## src/rtl/core/char_lcd_bus_sequencer_macros.svh

```systemverilog
// assertion macros for the character lcd bus sequencer
`ifndef CHAR_LCD_BUS_SEQUENCER_MACROS_SVH
`define CHAR_LCD_BUS_SEQUENCER_MACROS_SVH

`ifndef SYNTH
// same-cycle implication, checked out of reset
`define CLS_ASSERT_NOW(lbl, ante, cons) \
    lbl: assert property (@(posedge clk) disable iff (!rst_n) (ante) |-> (cons)) \
        else $error("cls check failed: same-cycle implication");
// next-cycle implication, checked out of reset
`define CLS_ASSERT_NEXT(lbl, ante, cons) \
    lbl: assert property (@(posedge clk) disable iff (!rst_n) (ante) |=> (cons)) \
        else $error("cls check failed: next-cycle implication");
`else
`define CLS_ASSERT_NOW(lbl, ante, cons)
`define CLS_ASSERT_NEXT(lbl, ante, cons)
`endif

`endif

```

## src/rtl/core/cls_pkg.sv

```systemverilog
// types, codes and helpers shared by the lcd bus sequencer modules
`default_nettype none

package cls_pkg;

    // request function codes
    localparam logic [1:0] FUNC_TICK = 2'd0;
    localparam logic [1:0] FUNC_CMD  = 2'd1;
    localparam logic [1:0] FUNC_DATA = 2'd2;

    // configuration register indexes
    localparam logic [2:0] CFG_SETUP_TICKS = 3'd0;
    localparam logic [2:0] CFG_PULSE_TICKS = 3'd1;
    localparam logic [2:0] CFG_HOLD_TICKS  = 3'd2;
    localparam logic [2:0] CFG_POLL_LIMIT  = 3'd3;

    // configuration reset values
    localparam logic [9:0]  SETUP_TICKS_RST = 10'd15;
    localparam logic [9:0]  PULSE_TICKS_RST = 10'd36;
    localparam logic [9:0]  HOLD_TICKS_RST  = 10'd22;
    localparam logic [15:0] POLL_LIMIT_RST  = 16'd1024;

    // busy flag position on the data lines
    localparam int BUSY_BIT = 7;

    // bus phase, one-hot
    typedef enum logic [3:0] {
        PH_IDLE  = 4'b0001,
        PH_SETUP = 4'b0010,
        PH_PULSE = 4'b0100,
        PH_HOLD  = 4'b1000
    } phase_t;

    typedef struct packed {
        logic [1:0] func;
        logic [7:0] byte_value;
        logic [7:0] bus_in;
    } req_t;

    typedef struct packed {
        logic       en;
        logic       rs;
        logic       rw;
        logic [7:0] bus_out;
        logic       bus_drive;
        logic       ready_res;
        logic       accepted;
        logic       rejected;
        logic       timed_out;
    } res_t;

    typedef struct packed {
        logic [9:0]  setup_ticks;
        logic [9:0]  pulse_ticks;
        logic [9:0]  hold_ticks;
        logic [15:0] poll_limit;
    } cfg_t;

    typedef struct packed {
        phase_t      phase;
        logic [9:0]  tick_count;
        logic [15:0] polls_left;
        logic [7:0]  held_byte;
        logic        held_is_data;
        logic        busy_seen;
        logic        in_write;
    } state_t;

    // a zero length acts as one
    function automatic logic [9:0] min_one_len(input logic [9:0] v);
        return (v == 10'd0) ? 10'd1 : v;
    endfunction

    function automatic logic [15:0] min_one_polls(input logic [15:0] v);
        return (v == 16'd0) ? 16'd1 : v;
    endfunction

endpackage

`default_nettype wire

```

## src/rtl/core/cls_cfg.sv

```systemverilog
// configuration registers for the lcd bus sequencer
`default_nettype none

module cls_cfg (
    input  wire logic         clk,
    input  wire logic         rst_n,
    input  wire logic         wr_en,
    input  wire logic [2:0]   wr_index,
    input  wire logic [15:0]  wr_data,
    output cls_pkg::cfg_t     cfg
);

    cls_pkg::cfg_t cfg_reg;
    cls_pkg::cfg_t cfg_next;

    // decode the register write, unknown indexes are dropped
    always_comb
    begin
        cfg_next = cfg_reg;
        if (wr_en)
        begin
            case (wr_index)
                cls_pkg::CFG_SETUP_TICKS: cfg_next.setup_ticks = wr_data[9:0];
                cls_pkg::CFG_PULSE_TICKS: cfg_next.pulse_ticks = wr_data[9:0];
                cls_pkg::CFG_HOLD_TICKS:  cfg_next.hold_ticks  = wr_data[9:0];
                cls_pkg::CFG_POLL_LIMIT:  cfg_next.poll_limit  = wr_data;
                default:                  cfg_next = cfg_reg;
            endcase
        end
    end

    always_ff @(posedge clk or negedge rst_n)
    begin
        if (!rst_n)
        begin
            cfg_reg.setup_ticks <= cls_pkg::SETUP_TICKS_RST;
            cfg_reg.pulse_ticks <= cls_pkg::PULSE_TICKS_RST;
            cfg_reg.hold_ticks  <= cls_pkg::HOLD_TICKS_RST;
            cfg_reg.poll_limit  <= cls_pkg::POLL_LIMIT_RST;
        end
        else
        begin
            cfg_reg <= cfg_next;
        end
    end

    assign cfg = cfg_reg;

endmodule

`default_nettype wire

```

## src/rtl/core/cls_step.sv

```systemverilog
// one tick of bus sequencing: next state and pin outputs from state and request
`default_nettype none

module cls_step (
    input  wire cls_pkg::cfg_t   cfg,
    input  wire cls_pkg::state_t state,
    input  wire cls_pkg::req_t   req,
    output cls_pkg::state_t      state_next,
    output cls_pkg::res_t        res
);

    always_comb
    begin
        logic            request;
        logic            active;
        logic [9:0]      tick_inc;
        logic [9:0]      len;
        cls_pkg::state_t cur;

        request  = (req.func == cls_pkg::FUNC_CMD) || (req.func == cls_pkg::FUNC_DATA);
        active   = 1'b1;
        cur      = state;
        res      = '0;
        tick_inc = 10'd0;
        len      = 10'd1;

        // idle handling: take a new request; in a busy phase, flag a request as rejected
        case (state.phase)
            cls_pkg::PH_SETUP,
            cls_pkg::PH_PULSE,
            cls_pkg::PH_HOLD:
            begin
                res.rejected = request;
            end
            default:
            begin
                res.ready_res = 1'b1;
                cur.phase     = cls_pkg::PH_IDLE;
                if (request)
                begin
                    res.accepted     = 1'b1;
                    cur.held_byte    = req.byte_value;
                    cur.held_is_data = (req.func == cls_pkg::FUNC_DATA);
                    cur.busy_seen    = 1'b1;
                    cur.in_write     = 1'b0;
                    cur.polls_left   = cls_pkg::min_one_polls(cfg.poll_limit);
                    cur.phase        = cls_pkg::PH_SETUP;
                    cur.tick_count   = 10'd0;
                end
                else
                begin
                    active = 1'b0;
                end
            end
        endcase

        state_next = cur;

        if (active)
        begin
            // pin levels for this tick
            res.en = (cur.phase == cls_pkg::PH_PULSE);
            if (cur.in_write)
            begin
                res.rs        = cur.held_is_data;
                res.rw        = 1'b0;
                res.bus_out   = cur.held_byte;
                res.bus_drive = 1'b1;
            end
            else
            begin
                res.rw = 1'b1;
            end

            // length of the current phase
            case (cur.phase)
                cls_pkg::PH_SETUP: len = cls_pkg::min_one_len(cfg.setup_ticks);
                cls_pkg::PH_PULSE: len = cls_pkg::min_one_len(cfg.pulse_ticks);
                default:           len = cls_pkg::min_one_len(cfg.hold_ticks);
            endcase

            // advance the tick counter and step the phase at its end
            tick_inc              = cur.tick_count + 10'd1;
            state_next.tick_count = tick_inc;
            if (tick_inc >= len)
            begin
                state_next.tick_count = 10'd0;
                case (cur.phase)
                    cls_pkg::PH_SETUP:
                    begin
                        state_next.phase = cls_pkg::PH_PULSE;
                    end
                    cls_pkg::PH_PULSE:
                    begin
                        if (!cur.in_write)
                        begin
                            state_next.busy_seen = req.bus_in[cls_pkg::BUSY_BIT];
                        end
                        state_next.phase = cls_pkg::PH_HOLD;
                    end
                    default:
                    begin
                        if (cur.in_write)
                        begin
                            state_next.in_write = 1'b0;
                            state_next.phase    = cls_pkg::PH_IDLE;
                        end
                        else
                        begin
                            state_next.polls_left = cur.polls_left - 16'd1;
                            state_next.phase      = cls_pkg::PH_SETUP;
                            if (!(cur.busy_seen && (state_next.polls_left != 16'd0)))
                            begin
                                // polling over, write goes ahead even on timeout
                                res.timed_out       = cur.busy_seen;
                                state_next.in_write = 1'b1;
                            end
                        end
                    end
                endcase
            end
        end
    end

endmodule

`default_nettype wire

```

## src/rtl/core/char_lcd_bus_sequencer.sv

```systemverilog
// top level of the character lcd bus sequencer
//
//  channel | signals                          | direction | moves
//  --------+----------------------------------+-----------+---------------------------
//  req     | req_valid, req_ready, req        | in        | one bus tick with request
//  res     | res_valid, res_ready, res        | out       | pin levels and flags
//  cfg     | cfg_valid, cfg_ready, cfg_index, | in        | timing and poll limit write
//          | cfg_data                         |           |
//
// one request is taken every cycle while req_ready is high; its result is registered
// in the output register. the path is a single pass through the step logic, bounded by the
// 10-bit tick compare and 16-bit poll decrement.
// reset puts the bus idle with default timing; the config port is always ready.
// a stalled result blocks new requests only when the output register is full
// and not being drained in the same cycle.
`default_nettype none

`include "char_lcd_bus_sequencer_macros.svh"

module char_lcd_bus_sequencer (
    input  wire logic          clk,
    input  wire logic          rst_n,
    input  wire logic          req_valid,
    output      logic          req_ready,
    input  wire cls_pkg::req_t req,
    output      logic          res_valid,
    input  wire logic          res_ready,
    output cls_pkg::res_t      res,
    input  wire logic          cfg_valid,
    output      logic          cfg_ready,
    input  wire logic [2:0]    cfg_index,
    input  wire logic [15:0]   cfg_data
);

    cls_pkg::cfg_t   cfg;
    cls_pkg::state_t state_reg;
    cls_pkg::state_t state_next;
    cls_pkg::res_t   res_reg;
    cls_pkg::res_t   res_next;
    logic            res_valid_reg;
    logic            req_fire;
    logic            polling;

    // config registers
    assign cfg_ready = 1'b1;

    cls_cfg u_cfg (
        .clk      (clk),
        .rst_n    (rst_n),
        .wr_en    (cfg_valid),
        .wr_index (cfg_index),
        .wr_data  (cfg_data),
        .cfg      (cfg)
    );

    // per-tick step logic
    cls_step u_step (
        .cfg        (cfg),
        .state      (state_reg),
        .req        (req),
        .state_next (state_next),
        .res        (res_next)
    );

    // request handshake against the output register
    assign req_ready = !res_valid_reg || res_ready;
    assign req_fire  = req_valid && req_ready;

    // sequencer state
    always_ff @(posedge clk or negedge rst_n)
    begin
        if (!rst_n)
        begin
            state_reg.phase        <= cls_pkg::PH_IDLE;
            state_reg.tick_count   <= 10'd0;
            state_reg.polls_left   <= 16'd0;
            state_reg.held_byte    <= 8'd0;
            state_reg.held_is_data <= 1'b0;
            state_reg.busy_seen    <= 1'b1;
            state_reg.in_write     <= 1'b0;
        end
        else if (req_fire)
        begin
            state_reg <= state_next;
        end
    end

    // result valid flag
    always_ff @(posedge clk or negedge rst_n)
    begin
        if (!rst_n)
        begin
            res_valid_reg <= 1'b0;
        end
        else if (req_fire)
        begin
            res_valid_reg <= 1'b1;
        end
        else if (res_ready)
        begin
            res_valid_reg <= 1'b0;
        end
    end

    // result payload
    always_ff @(posedge clk)
    begin
        if (req_fire)
        begin
            res_reg <= res_next;
        end
    end

    assign res_valid = res_valid_reg;
    assign res       = res_reg;

    // busy polling in progress
    assign polling = (state_reg.phase != cls_pkg::PH_IDLE) && !state_reg.in_write;

    // checks
    `CLS_ASSERT_NOW(a_accept_when_ready, res_valid_reg && res_reg.accepted, res_reg.ready_res)
    `CLS_ASSERT_NOW(a_timeout_in_poll, res_valid_reg && res_reg.timed_out, res_reg.rw && !res_reg.bus_drive)
    `CLS_ASSERT_NOW(a_polls_remain, polling, state_reg.polls_left != 16'd0)
    `CLS_ASSERT_NEXT(a_start_leaves_idle, req_fire && res_next.accepted, state_reg.phase != cls_pkg::PH_IDLE)

endmodule

`default_nettype wire

```

## config.mk

```make
export PLATFORM = sky130hd
export DESIGN_NAME = char_lcd_bus_sequencer
export DESIGN_NICKNAME = d
export VERILOG_FILES = /design/src/rtl/core/cls_pkg.sv /design/src/rtl/core/cls_cfg.sv /design/src/rtl/core/cls_step.sv /design/src/rtl/core/char_lcd_bus_sequencer.sv
export VERILOG_INCLUDE_DIRS = /design/src /design/src/rtl/core
export SDC_FILE = /design/constraint.sdc
export NUM_CORES = 1
export LEC_CHECK = 0
export ABC_AREA = 1
export BUFFER_PORTS_ARGS = -buffer_cell sky130_fd_sc_hd__clkbuf_2
export CORE_AREA = 2 2 153 140
export CTS_CLUSTER_DIAMETER = 50
export DETAILED_ROUTE_END_ITERATION = 12
export DIE_AREA = 0 0 155 142
export MAX_ROUTING_LAYER = met4
export PLACE_DENSITY = 0.44
export REMOVE_ABC_BUFFERS = 1
export SLEW_MARGIN = 20
export SYNTH_ARGS = -nofsm -noshare
export SYNTH_HDL_FRONTEND = slang
export SYNTH_SLANG_ARGS = --single-unit
```

## constraint.sdc

```tcl
create_clock -name clk -period 3.59 [get_ports clk]
set_clock_uncertainty 0.15 [all_clocks]
set_input_delay 0.1795 -clock clk [delete_from_list [all_inputs] [get_ports clk]]
set_output_delay 0.1795 -clock clk [all_outputs]
set_load 0.02 [all_outputs]
```

# Yosys cells after proc, flatten, opt, wreduce, memory -nomap -nowiden
# Index checks and enable logic that the tools add are counted.
[op_classes]
bitwise = 2
n_mux = 28
order_cmp = 1
add_sub_neg = 2
n_eq_ne = 10
reduce_logical = 20
[op_table]
columns = ["operator", "n"]
rows = [
  ["$mux 30", 2],
  ["$mux 16", 3],
  ["$mux 41", 1],
  ["$mux 10", 4],
  ["$mux 39", 1],
  ["$logic_not 10->1", 3],
  ["$pmux 10 s2", 1],
  ["$logic_not 16->1", 1],
  ["$reduce_bool 16->1", 1],
  ["$sub 16x1->16 const B", 1],
  ["$mux 1", 11],
  ["$add 10x1->10 const B", 1],
  ["$ge 10x10->1", 1],
  ["$reduce_and 2->1", 5],
  ["$eq 4x2->1 const B", 2],
  ["$eq 4x3->1 const B", 2],
  ["$mux 2", 4],
  ["$pmux 4 s2", 1],
  ["$eq 3x2->1 const B", 2],
  ["$reduce_or 6->1", 1],
  ["$eq 4x4->1 const B", 1],
  ["$eq 3x1->1 const B", 1],
  ["$logic_not 3->1", 1],
  ["$reduce_or 3->1", 1],
  ["8 further kinds", 11],
]
[totals]
inputBits = 42
word_cells = 84
out_inout_bits = 19
ff_bits = 104

# Depth between registers and ports, before layout
[logic_depth]
ltp_word = 12
mapped_depth = 25
ltp_nobuf = 24

# By module
# Synthesis repeated with hierarchy kept, for this count alone.
[hier_totals]
cells_unflattened = 858
area_unflattened_um2 = 6278.5
[modules_own_cells]
columns = ["mod", "seq_area_each_um2", "area_each_um2", "instances", "cells_each"]
rows = [
  ["cls_step", 0.0, 2210.9, 1, 449],
  ["char_lcd_bus_sequencer", 1534.0, 2184.6, 1, 201],
  ["cls_cfg", 1163.6, 1883.1, 1, 208],
]

# Worst setup path before layout
# OpenSTA, ideal clock, no wires.
[synth_path]
path_type = "register to register"
startpoint = "reg state_reg[40] (netlist bit)"
endpoint = "reg state_reg[14] (netlist bit)"
path_buffers = 3
path_stages_with_launch = 24
t_arrival_ns = 3.559
required_ns = 3.279
synth_period_minus_slack_ns = 3.869
slack_ns = -0.279
setup_time_ns = 0.161
cell_sequence = "dfrtp_1 > a21oi_2 > nand3_2 > nand2_2 > buf_6 > inv_2 > clkbuf_1 > nor2_1 > ha_1 > nand4_1 > nor4_1 > xor2_1 > inv_1 > ha_1 > nand2_1 > nor2_1 > o211ai_1 > nand3_1 > nand2_1 > nor2_4 > buf_4 > nand2_1 > o211ai_1 > o21ai_0"
[synth_between]
elab_chain_len = 9
word_cells_on_any_way = 18
classes_between = "add/sub: 2; order compare: 1; eq/ne: 5; mux: 8; reduce/logical: 2"
[synth_lines]
columns = ["element", "line", "text"]
rows = [
  ["start: declaration", "char_lcd_bus_sequencer.sv:36", "cls_pkg::state_t state_reg;"],
  ["start signal: assignment", "char_lcd_bus_sequencer.sv:84", "state_reg <= state_next;"],
  ["parallel branches: the longest is 8 deep, another holds $add 10x1->10", "--", ""],
  ["$mux 30 (*)", "cls_step.sv:59", "if (active)"],
]
# Every way passes the cells marked *. The select of a mux whose other input is x is not followed.
# A chain may end at the register's enable or synchronous reset.

# Final worst setup path
[layout_path]
startpoint = "reg state_reg[40] (netlist bit)"
endpoint = "reg state_reg[11] (netlist bit)"
# Same word-level chain as after synthesis.

==> run_results.csv <==
group,metric,value,unit
sta,tns,0,ns
run,drv_cap,0,
sta,fin_crit,3.58,ns
logic_synthesis,ys_warn_count,0,
sta,setup_ws,0.00579,ns
floorplan,die_h,142,microns
cells_and_area,antenna_cells,0,
power_and_ir_drop,clockPowerShare,17.5,%
cells_and_area,fillers,2105,
power_and_ir_drop,internal_power,3110,uW
cells_and_area,largest_reg_flops,46,
worst_setup_path,critPathRequiredTime,3.68,ns
power_and_ir_drop,power_frac_comb,52.1,%
status,violations,"negative hold slack",
sta,fin_crit_sh,99.8,%
status,status,"finished, violations left",
cells_and_area,fin_nets,964,
worst_setup_path,cp_slowest_cell,"dfrtp_2",
floorplan,io_pins,61,
worst_setup_path,startpoint_type,"flop",
cells_and_area,area_growth,30.8,%
cells_and_area,layout_commonest_cell,"nand2_1",
cts,root_buffer,"clkbuf_16",
floorplan,core_area,20500,sq um
drt,via_per_inst,4.64,
sta,rsz0062_at_grt,"yes",
logic_synthesis,synth-seq-cells,104,
cts,cts_tree,"done",
sta,fmaxAchievable,279,MHz
logic_synthesis,synth_compound_area_share,13.6,%
cts,clk_latency,0.37,ns
drt,ant_nets,0,
drt,drt_iter0_drc,413,
logic_synthesis,yosys.area_share.simple,28.4,%
power_and_ir_drop,p_sw,2550,uW
worst_setup_path,arrival,3.67,ns
cts,clock_path_buffers,2,
sta,final-hold-violation-count,2,
logic_synthesis,synth_top_family_by_area,"simple AND/OR/NAND/NOR gates",
power_and_ir_drop,ir_worst_vdd,0.273,mV
place,place.gp.congestion,0.870,
drt,first_pass_iters,5,
place,port_buffers,52,
worst_setup_path,cp-end-kind,"flop",
logic_synthesis,syn-cell-area,6000,sq um
logic_synthesis,synth_cell_types,41,
logic_synthesis,synthCells,788,
worst_setup_path,crit_type,"reg2reg",
cts,numCtsBuffers,9,
global_route,grt_pass1_wl,27.5,mm
logic_synthesis,yosys_most_used_dff,"dfrtp_1",
power_and_ir_drop,seqPwrFrac,30.4,%
worst_setup_path,cpMostUsedCell,"nor2_4",
power_and_ir_drop,powerDensity,721,nW/um^2
cells_and_area,drive_gt1_share,27.7,%
worst_setup_path,worstPathCellList,"o21ai_2 > nand3_2 > nand2_4 > inv_6 > nor2_4 > inv_2 > nor2_4 > nand4_1 > nor4_2 > xor2_1 > inv_1 > ha_4 > nand2_4 > nor2_4 > o211ai_1 > nand3_2 > nand2_2 > nor2_4 > buf_12 > buf_12 > xor2_1 > o21ai_1",
logic_synthesis,avgSynthCellArea,7.62,sq um
floorplan,fp-row-count,50,
floorplan,start_util,29.3,%
cts,clock-sinks,104,
logic_synthesis,async_flop_share,84.6,%
power_and_ir_drop,cellLeakagePower,0.00371,uW
sta,hold_slack,-0.0143,ns
sta,relSlewSlack,31.4,%
sta,worst_slew_pin_slew,1.03,ns
cts,htreeDepth,3,
cts,clkSlewWorstSetupHoldPaths,0.08,ns
global_route,antenna_found_initial,0,
floorplan,die_w,155,microns
global_route,grt_pass1_vias,4977,
drt,totalWireLength,17.2,mm
logic_synthesis,yosys.area_share.xor_xnor,1.75,%
sta,final-max-slew-violation-count,0,
logic_synthesis,synth_fa_ha_area_share,2.92,%
global_route,grt.total_usage,16.4,%
logic_synthesis,synth_edf_count,16,
sta,finalSetupViolCount,0,
worst_setup_path,worst-path-max-fanout,7,
cells_and_area,mostFrequentLayoutCells,"nand2_1 (204), inv_1 (82), dfrtp_1 (74)",
global_route,grt_overflow,0,
place,place_ws,-0.152,ns
drt,vias,5445,
cells_and_area,utilization,38.4,%
logic_synthesis,synth-seq-area-share,44.9,%
cells_and_area,final_area,7850,sq um
drt,drc,0,
drt,wl_per_cell,14.6,microns
place,dp_hpwl,12.3,mm
global_route,grt_max_degree,62,
floorplan,fp.dieArea,22000,sq um
place,place_area,6800,sq um
logic_synthesis,synth_mux_area_share,0.375,%
min_path,hold_path_class,"in2reg",
power_and_ir_drop,swShare,45.0,%
worst_setup_path,critical-path-max-stage-delay,0.44,ns
[synthesized netlist by cell type (14+ instances only)]
library cell | n | area [sq um]
nand2_1 | 217 | 815
o21ai_0 | 93 | 465
inv_1 | 86 | 323
dfrtp_1 | 76 | 1900
nor2_1 | 67 | 251
nand3_1 | 34 | 170
a21oi_1 | 27 | 135
nand4_1 | 21 | 131
clkbuf_1 | 20 | 75.1
edfxtp_1 | 16 | 480
nand2_2 | 15 | 93.8
ha_1 | 14 | 175
[critical path, delay by kind of cell, from the launching register on]
family | cells | cell delay, ns
simple gates | 11 | 1.37
buf+inv | 5 | 0.46
flops | 1 | 0.44
fa+ha+maj | 1 | 0.29
xor+xnor | 2 | 0.40
compound gates | 3 | 0.34
[cell type report]
| class | count | area [sq um] | area share [%] |
|---|---|---|---|
| clock inverter | 7 | 62.6 | 0.797 |
| inverter | 91 | 359 | 4.57 |
| multi-input combinational | 564 | 3190 | 40.6 |
| sequential | 104 | 2700 | 34.4 |
| timing repair buffer | 138 | 991 | 12.6 |
| tap | 260 | 325 | 4.14 |
| clock buffer | 9 | 225 | 2.87 |
[stage by stage]
step,cells,total power [uW]
2_1_floorplan,759,3330
3_3_place_gp,1116,4210
3_5_place_dp,1116,4190
4_1_cts,1160,5370
5_1_grt,1173,6110
6_report,1173,5660
[power by group through the flow]
| stage | clock network, uW | logic (uW) | registers (uW) |
|---|---|---|---|
| finish | 990 | 2950 | 1720 |
| floorplan | 0 | 1620 | 1720 |
| global placement | 0 | 2480 | 1730 |
| global route | 1070 | 3290 | 1760 |
| CTS | 1030 | 2640 | 1710 |
| detailed placement | 0 | 2460 | 1730 |
[worst paths after layout]
path / endpoint / cells after the start / slack [ns] / start
setup / recovery: state_reg[11]$_DFFE_PN0P_ / 22 / 0.006 / state_reg[40]$_DFFE_PN0P_
hold / removal: u_cfg.cfg[39]$_DFFE_PN1P_ / 3 / -0.01 / cfg_data[3]
setup reg to reg: state_reg[11]$_DFFE_PN0P_ / 22 / 0.006 / state_reg[40]$_DFFE_PN0P_
hold reg to reg: state_reg[1]$_DFFE_PN1P_ / 2 / 0.32 / state_reg[1]$_DFFE_PN1P_
max in group asynchronous: u_cfg.cfg[18]$_DFFE_PN1P_ / 3 / 2.18 / rst_n
min in group asynchronous: u_cfg.cfg[27]$_DFFE_PN0P_ / 2 / 0.29 / rst_n
[per-layer routing]
metal	GRT usage (%)	wire, microns
met1	25.1	9430
met2	22.1	7020
met4	4.24	199
met5	-	0
met3	2.71	534
[cell families after synthesis]
group,after synthesis
other cells,1
flops,104
mux,2
xor+xnor,12
simple gates,385
buf+inv,120
fa+ha+maj,14
compound gates,150
[what timing repair did]
item                                   in CTS  in global routing
setup endpoints to repair                  25                 33
resized for setup                          43                 70
hold buffers                               14                  0
endpoints found under the hold margin      73                  0
buffers inserted                           14                 13
cloned                                      0                  1
pin swaps                                  23                 37
Power figures use the tool's default switching activity.
